### config.mk
export PLATFORM = sky130hd
export DESIGN_NAME = row_window_max_binarize_core
export DESIGN_NICKNAME = d
export VERILOG_FILES = /design/src/design/rwmb_pkg.sv /design/src/design/rwmb_front.sv /design/src/design/rwmb_cmd_queue.sv /design/src/design/rwmb_back.sv /design/src/design/row_window_max_binarize_core.sv
export SDC_FILE = /design/constraint.sdc
export NUM_CORES = 2
export LEC_CHECK = 0
export ABC_AREA = 1
export BUFFER_PORTS_ARGS = -buffer_cell sky130_fd_sc_hd__buf_4
export CORE_MARGIN = 3
export CORE_UTILIZATION = 60
export DETAILED_ROUTE_END_ITERATION = 12
export PLACE_DENSITY = 0.76
export SLEW_MARGIN = 40
export SYNTH_ARGS = -nofsm -noshare
export SYNTH_HDL_FRONTEND = slang
export SYNTH_SLANG_ARGS = --single-unit
### constraint.sdc
create_clock -name clk -period 166.6 [get_ports clk]
set_input_delay 16.66 -clock clk [delete_from_list [all_inputs] [get_ports clk]]
set_output_delay 16.66 -clock clk [all_outputs]
set_load 0.02 [all_outputs]
### src/design/rwmb_pkg.sv
// ----------------------------------------------------------------------------
// rwmb_pkg
// Shared widths, reset values and payload types of the row window max
// binarize core.
// ----------------------------------------------------------------------------
`default_nettype none

package rwmb_pkg;

  localparam int MAX_RADIUS      = 64;
  localparam int MAX_ROW         = 4096;
  localparam int PIXEL_W         = 8;
  localparam int COL_W           = 12;
  localparam int RADIUS_W        = 7;
  localparam int CMD_QUEUE_DEPTH = 4;

  localparam logic [RADIUS_W-1:0] RADIUS_RESET = 7'd32;

  // Input transaction: one pixel of the current row.
  typedef struct packed {
    logic [PIXEL_W-1:0] pixel;
    logic               end_of_row;
  } pix_t;

  // Output transaction: one binarized column.
  typedef struct packed {
    logic             binary;
    logic [COL_W-1:0] column;
    logic             last_in_row;
  } res_t;

  // Command handed from the front end to the back end for every pixel.
  typedef struct packed {
    logic [PIXEL_W-1:0]  pixel;
    logic                end_of_row;
    logic [COL_W-1:0]    pos;
    logic [RADIUS_W-1:0] radius;
  } cmd_t;

endpackage

`default_nettype wire

### src/design/rwmb_front.sv
// ----------------------------------------------------------------------------
// rwmb_front
// Accepts pixels, tracks the column position within the row and tags each
// pixel with the window radius in force.
// ----------------------------------------------------------------------------
`default_nettype none

module rwmb_front #(
  parameter int MAX_RADIUS = rwmb_pkg::MAX_RADIUS,
  parameter int MAX_ROW    = rwmb_pkg::MAX_ROW
) (
  input  logic                             clk,
  input  logic                             rst,
  input  logic                             cfg_valid,
  output logic                             cfg_ready,
  input  logic [rwmb_pkg::RADIUS_W-1:0]    cfg_data,
  input  logic                             pix_valid,
  output logic                             pix_ready,
  input  rwmb_pkg::pix_t                   pix_data,
  output logic                             cmd_valid,
  input  logic                             cmd_ready,
  output rwmb_pkg::cmd_t                   cmd_data
);

  localparam int RW    = rwmb_pkg::RADIUS_W;
  localparam int CLW   = rwmb_pkg::COL_W;
  localparam int CNT_W = $clog2(MAX_ROW + 1);

  localparam logic [CNT_W-1:0] ROW_LIMIT  = CNT_W'(MAX_ROW);
  localparam logic [CNT_W-1:0] LAST_COL   = CNT_W'(MAX_ROW - 1);
  localparam logic [RW-1:0]    RADIUS_MAX = RW'(MAX_RADIUS);

  logic [RW-1:0]    radius;
  logic [RW-1:0]    radius_eff;
  logic [CNT_W-1:0] column_count;
  logic [CNT_W-1:0] column_count_next;
  logic [CNT_W-1:0] pos_sat;
  logic             accept;

  assign cfg_ready = 1'b1;
  assign pix_ready = cmd_ready;
  assign cmd_valid = pix_valid;
  assign accept    = pix_valid && pix_ready;

  // A radius of zero behaves as one, anything above the maximum as the maximum.
  always_comb begin
    if (radius == '0) begin
      radius_eff = RW'(1);
    end else if (radius > RADIUS_MAX) begin
      radius_eff = RADIUS_MAX;
    end else begin
      radius_eff = radius;
    end
  end

  assign pos_sat = (column_count > LAST_COL) ? LAST_COL : column_count;

  always_comb begin
    column_count_next = column_count;
    if (pix_data.end_of_row) begin
      column_count_next = '0;
    end else if (column_count < ROW_LIMIT) begin
      column_count_next = column_count + CNT_W'(1);
    end
  end

  always_comb begin
    cmd_data.pixel      = pix_data.pixel;
    cmd_data.end_of_row = pix_data.end_of_row;
    cmd_data.pos        = CLW'(pos_sat);
    cmd_data.radius     = radius_eff;
  end

  always_ff @(posedge clk) begin
    if (rst) begin
      radius       <= rwmb_pkg::RADIUS_RESET;
      column_count <= '0;
    end else begin
      if (cfg_valid && cfg_ready) begin
        radius <= cfg_data;
      end
      if (accept) begin
        column_count <= column_count_next;
      end
    end
  end

endmodule

`default_nettype wire

### src/design/rwmb_cmd_queue.sv
// ----------------------------------------------------------------------------
// rwmb_cmd_queue
// Small command queue that decouples the front end from the back end.
// ----------------------------------------------------------------------------
`default_nettype none

module rwmb_cmd_queue #(
  parameter int DEPTH = rwmb_pkg::CMD_QUEUE_DEPTH
) (
  input  logic           clk,
  input  logic           rst,
  input  logic           wr_valid,
  output logic           wr_ready,
  input  rwmb_pkg::cmd_t wr_data,
  output logic           rd_valid,
  input  logic           rd_ready,
  output rwmb_pkg::cmd_t rd_data
);

  localparam int AW = (DEPTH > 1) ? $clog2(DEPTH) : 1;
  localparam int CW = $clog2(DEPTH + 1);

  localparam logic [AW-1:0] LAST_SLOT = AW'(DEPTH - 1);
  localparam logic [CW-1:0] FULL      = CW'(DEPTH);

  rwmb_pkg::cmd_t slots [DEPTH];
  logic [AW-1:0]  wr_ptr;
  logic [AW-1:0]  rd_ptr;
  logic [CW-1:0]  count;
  logic           push;
  logic           pop;

  assign wr_ready = (count != FULL);
  assign rd_valid = (count != '0);
  assign rd_data  = slots[rd_ptr];
  assign push     = wr_valid && wr_ready;
  assign pop      = rd_valid && rd_ready;

  always_ff @(posedge clk) begin
    if (push) begin
      slots[wr_ptr] <= wr_data;
    end
  end

  always_ff @(posedge clk) begin
    if (rst) begin
      wr_ptr <= '0;
      rd_ptr <= '0;
      count  <= '0;
    end else begin
      if (push) begin
        wr_ptr <= (wr_ptr == LAST_SLOT) ? '0 : wr_ptr + AW'(1);
      end
      if (pop) begin
        rd_ptr <= (rd_ptr == LAST_SLOT) ? '0 : rd_ptr + AW'(1);
      end
      if (push && !pop) begin
        count <= count + CW'(1);
      end else if (pop && !push) begin
        count <= count - CW'(1);
      end
    end
  end

endmodule

`default_nettype wire

### src/design/rwmb_back.sv
// ----------------------------------------------------------------------------
// rwmb_back
// Pixel history, result sequencer and pipelined window maximum with the
// binarizing compare and the output register.
// ----------------------------------------------------------------------------
`default_nettype none

module rwmb_back #(
  parameter int MAX_RADIUS = rwmb_pkg::MAX_RADIUS
) (
  input  logic           clk,
  input  logic           rst,
  input  logic           cmd_valid,
  output logic           cmd_ready,
  input  rwmb_pkg::cmd_t cmd_data,
  output logic           res_valid,
  input  logic           res_ready,
  output rwmb_pkg::res_t res_data
);

  localparam int PW         = rwmb_pkg::PIXEL_W;
  localparam int CLW        = rwmb_pkg::COL_W;
  localparam int RW         = rwmb_pkg::RADIUS_W;
  localparam int HIST       = 2 * MAX_RADIUS;
  localparam int HW         = $clog2(HIST);
  localparam int DW         = (MAX_RADIUS > 1) ? $clog2(MAX_RADIUS) : 1;
  localparam int GROUP_SIZE = 8;
  localparam int NG         = (HIST + GROUP_SIZE - 1) / GROUP_SIZE;
  localparam int NG2        = (NG + GROUP_SIZE - 1) / GROUP_SIZE;

  typedef struct packed {
    logic           valid;
    logic [DW-1:0]  d;
    logic [HW-1:0]  hi;
    logic [CLW-1:0] column;
    logic           last;
  } op_t;

  logic           adv;
  logic [PW-1:0]  hist [HIST];

  // Sequencer state.
  op_t            op;
  op_t            op_next;
  logic           flush_active;
  logic           flush_active_next;
  logic [DW-1:0]  flush_d;
  logic [DW-1:0]  flush_d_next;
  logic [CLW-1:0] flush_pos;
  logic [RW-1:0]  flush_r;
  logic           pop;

  logic [CLW-1:0] sel_pos;
  logic [RW-1:0]  sel_r;
  logic [DW-1:0]  sel_d;
  logic           sel_last;
  logic           sel_issue;
  logic [RW-1:0]  r_m1;
  logic [CLW-1:0] d_full;
  logic [CLW-1:0] reach;
  logic [CLW-1:0] hi_full;

  // Window maximum pipeline.
  logic [PW-1:0]  grp_max [NG];
  logic           a_valid;
  logic [PW-1:0]  a_gmax [NG];
  logic [PW-1:0]  a_pix;
  logic [CLW-1:0] a_column;
  logic           a_last;

  logic [PW-1:0]  blk_max [NG2];
  logic           b_valid;
  logic [PW-1:0]  b_max [NG2];
  logic [PW-1:0]  b_pix;
  logic [CLW-1:0] b_column;
  logic           b_last;

  logic [PW-1:0]  win_max;
  rwmb_pkg::res_t res_next;

  // The sequencer and the pipeline stages move together whenever the output
  // register can take a new value.
  assign adv       = !res_valid || res_ready;
  assign cmd_ready = adv && !flush_active;
  assign pop       = cmd_valid && cmd_ready;
  assign r_m1      = cmd_data.radius - RW'(1);

  always_comb begin
    sel_pos           = flush_pos;
    sel_r             = flush_r;
    sel_d             = flush_d;
    sel_last          = 1'b0;
    sel_issue         = 1'b0;
    flush_active_next = flush_active;
    flush_d_next      = flush_d;
    d_full            = '0;
    if (flush_active) begin
      sel_issue = 1'b1;
      sel_last  = (flush_d == '0);
      if (flush_d == '0) begin
        flush_active_next = 1'b0;
      end else begin
        flush_d_next = flush_d - DW'(1);
      end
    end else if (cmd_valid) begin
      sel_pos = cmd_data.pos;
      sel_r   = cmd_data.radius;
      if (cmd_data.end_of_row) begin
        // Row end: emit every outstanding column, oldest first.
        d_full    = (cmd_data.pos < CLW'(r_m1)) ? cmd_data.pos : CLW'(r_m1);
        sel_d     = d_full[DW-1:0];
        sel_issue = 1'b1;
        sel_last  = (d_full == '0);
        if (d_full != '0) begin
          flush_active_next = 1'b1;
          flush_d_next      = d_full[DW-1:0] - DW'(1);
        end
      end else begin
        sel_d     = r_m1[DW-1:0];
        sel_issue = ((CLW+1)'(cmd_data.pos) + (CLW+1)'(1)) >= (CLW+1)'(cmd_data.radius);
      end
    end
  end

  always_comb begin
    reach          = CLW'(sel_d) + CLW'(sel_r);
    hi_full        = (reach < sel_pos) ? reach : sel_pos;
    op_next.valid  = sel_issue;
    op_next.d      = sel_d;
    op_next.hi     = hi_full[HW-1:0];
    op_next.column = sel_pos - CLW'(sel_d);
    op_next.last   = sel_last;
  end

  always_ff @(posedge clk) begin
    if (rst) begin
      op.valid     <= 1'b0;
      flush_active <= 1'b0;
    end else if (adv) begin
      op           <= op_next;
      flush_active <= flush_active_next;
    end
  end

  always_ff @(posedge clk) begin
    if (adv) begin
      flush_d <= flush_d_next;
      if (pop && cmd_data.end_of_row) begin
        flush_pos <= cmd_data.pos;
        flush_r   <= cmd_data.radius;
      end
    end
  end

  // Pixel history, newest at entry zero.
  always_ff @(posedge clk) begin
    if (pop) begin
      hist[0] <= cmd_data.pixel;
      for (int k = 1; k < HIST; k++) begin
        hist[k] <= hist[k-1];
      end
    end
  end

  // Stage A: maximum of each group of history entries inside the window.
  always_comb begin
    for (int g = 0; g < NG; g++) begin
      grp_max[g] = '0;
      for (int i = 0; i < GROUP_SIZE; i++) begin
        if (g * GROUP_SIZE + i < HIST) begin
          if (HW'(g * GROUP_SIZE + i) <= op.hi && hist[g * GROUP_SIZE + i] > grp_max[g]) begin
            grp_max[g] = hist[g * GROUP_SIZE + i];
          end
        end
      end
    end
  end

  always_ff @(posedge clk) begin
    if (rst) begin
      a_valid <= 1'b0;
    end else if (adv) begin
      a_valid <= op.valid;
    end
  end

  always_ff @(posedge clk) begin
    if (adv) begin
      a_gmax   <= grp_max;
      a_pix    <= hist[HW'(op.d)];
      a_column <= op.column;
      a_last   <= op.last;
    end
  end

  // Stage B: maximum over blocks of group results.
  always_comb begin
    for (int j = 0; j < NG2; j++) begin
      blk_max[j] = '0;
      for (int i = 0; i < GROUP_SIZE; i++) begin
        if (j * GROUP_SIZE + i < NG) begin
          if (a_gmax[j * GROUP_SIZE + i] > blk_max[j]) begin
            blk_max[j] = a_gmax[j * GROUP_SIZE + i];
          end
        end
      end
    end
  end

  always_ff @(posedge clk) begin
    if (rst) begin
      b_valid <= 1'b0;
    end else if (adv) begin
      b_valid <= a_valid;
    end
  end

  always_ff @(posedge clk) begin
    if (adv) begin
      b_max    <= blk_max;
      b_pix    <= a_pix;
      b_column <= a_column;
      b_last   <= a_last;
    end
  end

  // Final maximum and the threshold at half of it.
  always_comb begin
    win_max = '0;
    for (int j = 0; j < NG2; j++) begin
      if (b_max[j] > win_max) begin
        win_max = b_max[j];
      end
    end
    res_next.binary      = !(b_pix < (win_max >> 1));
    res_next.column      = b_column;
    res_next.last_in_row = b_last;
  end

  always_ff @(posedge clk) begin
    if (rst) begin
      res_valid <= 1'b0;
    end else if (adv) begin
      res_valid <= b_valid;
    end
  end

  always_ff @(posedge clk) begin
    if (adv) begin
      res_data <= res_next;
    end
  end

endmodule

`default_nettype wire

### src/design/row_window_max_binarize_core.sv
// ----------------------------------------------------------------------------
// row_window_max_binarize_core
// Adaptive binarization of a pixel stream against a sliding row maximum.
// ----------------------------------------------------------------------------
// Pixels enter on the pix channel, one column of the current row per
// transaction, with end_of_row set on the last pixel of each row. For column c
// the block compares the pixel with half the maximum of columns c-R .. c+R-1,
// clipped to the row, and sends binary, column and last_in_row on the res
// channel. The user must write the radius R on the cfg channel only while the
// block is idle; the block does not check it. Interior pixels are taken one
// per clock while the queue has room. The result for column c passes through
// the queue, sequencer, stage A, stage B and output register after column
// c+R-1 is taken. A row end makes the back end send, from the stored history,
// min(row length, R) results, one per cycle unless stalled; meanwhile the
// four-entry queue keeps accepting pixels until it fills. The window maximum
// runs through a three-stage registered tree over the 2*MAX_RADIUS entry
// history. A stalled receiver freezes the back end; results wait in the output
// register and pix_ready drops only once the queue is full. Reset clears the
// row position, the queue and all valid flags and sets the radius to 32; the
// history needs no clearing, as only pixels of the current row are ever read.
// ----------------------------------------------------------------------------
`default_nettype none

module row_window_max_binarize_core #(
  parameter int MAX_RADIUS  = rwmb_pkg::MAX_RADIUS,
  parameter int MAX_ROW     = rwmb_pkg::MAX_ROW,
  parameter int QUEUE_DEPTH = rwmb_pkg::CMD_QUEUE_DEPTH
) (
  input  logic                          clk,
  input  logic                          rst,
  input  logic                          cfg_valid,
  output logic                          cfg_ready,
  input  logic [rwmb_pkg::RADIUS_W-1:0] cfg_data,
  input  logic                          pix_valid,
  output logic                          pix_ready,
  input  rwmb_pkg::pix_t                pix_data,
  output logic                          res_valid,
  input  logic                          res_ready,
  output rwmb_pkg::res_t                res_data
);

  // Front end to queue.
  logic           fq_valid;
  logic           fq_ready;
  rwmb_pkg::cmd_t fq_data;

  // Queue to back end.
  logic           qb_valid;
  logic           qb_ready;
  rwmb_pkg::cmd_t qb_data;

  // The front end owns the radius register and the column position. Each
  // accepted pixel becomes one command tagged with its column and radius.
  rwmb_front #(
    .MAX_RADIUS (MAX_RADIUS),
    .MAX_ROW    (MAX_ROW)
  ) u_front (
    .clk       (clk),
    .rst       (rst),
    .cfg_valid (cfg_valid),
    .cfg_ready (cfg_ready),
    .cfg_data  (cfg_data),
    .pix_valid (pix_valid),
    .pix_ready (pix_ready),
    .pix_data  (pix_data),
    .cmd_valid (fq_valid),
    .cmd_ready (fq_ready),
    .cmd_data  (fq_data)
  );

  // The queue absorbs pixels that arrive while a row end is being flushed
  // or while the receiver stalls.
  rwmb_cmd_queue #(
    .DEPTH (QUEUE_DEPTH)
  ) u_queue (
    .clk      (clk),
    .rst      (rst),
    .wr_valid (fq_valid),
    .wr_ready (fq_ready),
    .wr_data  (fq_data),
    .rd_valid (qb_valid),
    .rd_ready (qb_ready),
    .rd_data  (qb_data)
  );

  // The back end shifts the history, sequences the results of each command
  // and computes the windowed maximum and the threshold compare.
  rwmb_back #(
    .MAX_RADIUS (MAX_RADIUS)
  ) u_back (
    .clk       (clk),
    .rst       (rst),
    .cmd_valid (qb_valid),
    .cmd_ready (qb_ready),
    .cmd_data  (qb_data),
    .res_valid (res_valid),
    .res_ready (res_ready),
    .res_data  (res_data)
  );

endmodule

`default_nettype wire

==> metrics <==
status finished clean; clock skew 44.7 ps; CP Cell Sequence buf_4, nor2_1, buf_4, nor2_4, buf_6, buf_6, buf_6; Final Critical Period 19,220 ps; setup_tns 0 ps; die width 395 µm; final WL 232,000 µm; CTS tree yes; RSZ-0062 raised after global routing false; CP peak stage delay 660 ps; FP Rows between 100 and 150; #FFs+latches synth 1,421; most frequent CP cell buf_6; WL per Instance around 18 µm; Max-Cap Viols 0; Filler cells about 12,000; top cells by count, synth nand2_1 (2,701), edfxtp_1 (1,387), o21ai_0 (1,137); FMAX 52.0 MHz; critical path start-end classification in2reg; Most used DFF post-synth edfxtp_1; Tot GR Track Use 29.0%; ys async rst share 0%; Hold Vio Cnt, Final 0; slew margin rel. between 30 and 40%; CP arrival 19,630 ps; core box area 150,000 µm²; dominant cell type by area after synthesis edfxtp_1; Crit-path slowest cell buf_6; Syn Area/Cell 8.71 µm²; number of port buffers 36; Slew Viols, Final 0; nets approximately 11,000; # hold bufs at CTS 0; count leader, synth nand2_1; Mapped Cells ~10,000; syn_nets about 11,000; DRC violations left 0; H-tree depth 4; DR vias/cell roughly 5.9; Clock Tree Buf Depth 3; I/O pins 38; share of post-route cells with drive strength above 1 under 10%; DRT iter0 DRCs roughly 6,700; Clock Latency Late Sink 800 ps; total CTS buffers between 150 and 200; Setup Viol. Count Final 0; sequential share of the synthesized area between 40% and 50%; Remaining Overflow, GRT 0; CP endpoint kind register; cell area after synthesis roughly 90,000 µm²; DP Wirelength roughly 170,000 µm; Worst Setup Start Kind input port; P&R area growth vs syn 8.58%; largest net degree at the start of global routing approximately 150; 1st-pass router iterations 6; Routed Antenna Nets 0; number of global-route vias before repair just over 70,000; vias ~74,000; # resized after CTS 0; initial antenna violation count 14; Area contributors post-synth edfxtp_1 (46%), ha_1 (13%), nand2_1 (11%); first-pass GRT wire length about 370,000 µm; Clock Sinks 1,421; total die area between 150,000 and 200,000 µm²; Crit path required time between 150,000 and 200,000 ps; fin crit share 11.5%; Hold Crit Class reg2reg; CTS root buf clkbuf_16; Ys Warns 0; clk slew on worst S/H paths ~60 ps; Slew @ Worst Pin just over 1000 ps; Unique masters post-synth 73; Starting Density between 60% and 70%; Post-CTS Setup Inserts 0; CP max FO 80; Placer Congestion 0.924; Post-synth EDFFs about 1,400; Die H about 400 µm; Synth top area share between 40% and 50%
-- cell families after synthesis --
| kind of cell | Yosys count | share of synthesized area, % |
|---|---|---|
| XOR/XNOR | 27 | 0.260 |
| flip-flops | 1421 | 46.5 |
| buffers and inverters | 1352 | 5.74 |
| AO/OA/AOI/OAI | 2038 | 12.6 |
| AND/OR/NAND/NOR | 4673 | 22.0 |
| multiplexers | 1 | 0.0110 |
| adder cells (fa/ha/maj) | 933 | 12.9 |
| other | 1 | 0.00412 |
-- final timing paths --
path                                start                      endpoint  slack, ps  cells past startpoint
hold / removal     u_back.op[7]$_DFFE_PP_  u_back.a_column[6]$_DFFE_PN_        410                      0
setup / recovery                res_ready  u_back.hist[49][1]$_DFFE_PP_     147380                      7
setup reg to reg  u_back.op[18]$_DFFE_PP_   u_back.a_gmax[95]$_DFFE_PN_     154320                     61
hold reg to reg    u_back.op[7]$_DFFE_PP_  u_back.a_column[6]$_DFFE_PN_        410                      0
-- layout by cell type (no fill, tap or decap), drive strengths merged, types with 105 or more instances in the layout --
cell type	Yosys	final
a21oi	463	463
clkbuf	205	181
edfxtp	1387	1387
ha	930	930
inv	1097	1109
nand2	2898	2898
nand3	813	813
nor2	758	758
o21ai	1165	1165
o22ai	105	105
-- metal layers --
metal	global-route usage [%]	wire length (µm)	vias up	part of all wire, %
li1	-	-	36200	-
met3	4.83	17800	534	7.7
met2	47.8	108000	2698	47
met4	11.2	8740	8	3.8
met5	0	61	-	0.026
met1	38.5	97000	34500	42
-- registers in the layout (all words and copies together) (netlist names), 2 cells and up, named ones only --
signal,flops
u_back.a_column,12
u_back.a_gmax,128
u_back.a_pix,8
u_back.b_column,12
u_back.b_max,16
u_back.b_pix,8
u_back.flush_d,6
u_back.flush_pos,12
u_back.flush_r,7
u_back.hist,1024
u_back.op,27
u_back.res_data,14
u_front.column_count,13
u_front.radius,7
u_queue.count,3
u_queue.rd_ptr,2
u_queue.slots,112
u_queue.wr_ptr,2
-- cell type report --
class                           instances  area (µm²)  share of cell area [%]
Clock inverter                        108        1250                    1.27
Antenna cell                            4        10.0                  0.0101
Clock buffer                          181        4100                    4.16
Multi-Input combinational cell       7673       43500                    44.1
Timing Repair Buffer                   93         820                   0.830
Inverter                             1105        4200                    4.25
Tap cell                             2016        2520                    2.55
Sequential cell                      1421       42300                    42.9
-- stage by stage --
stage          instances  hold slack (ps)  setup slack [ps]  cell area, µm²  utilization (%)
5_1_grt            12600              424            147230           98800             65.8
3_3_place_gp       12300              402            145960           93200             62.1
4_1_cts            12600              415            146990           98600             65.7
2_1_floorplan      10400              400            102680           91000                -
3_5_place_dp       12300              405            146120           93300             62.1
6_report           12600              414            147380           98800             65.8
-- critical path: cells and delay by family --
| family | cells | cell delay (ps) |
|---|---|---|
| AND/OR/NAND/NOR | 2 | 670 |
| buffers and inverters | 5 | 2110 |
Power is not shown: default switching activity piles up to over one toggle a cycle in this logic, so the estimate is an artifact.
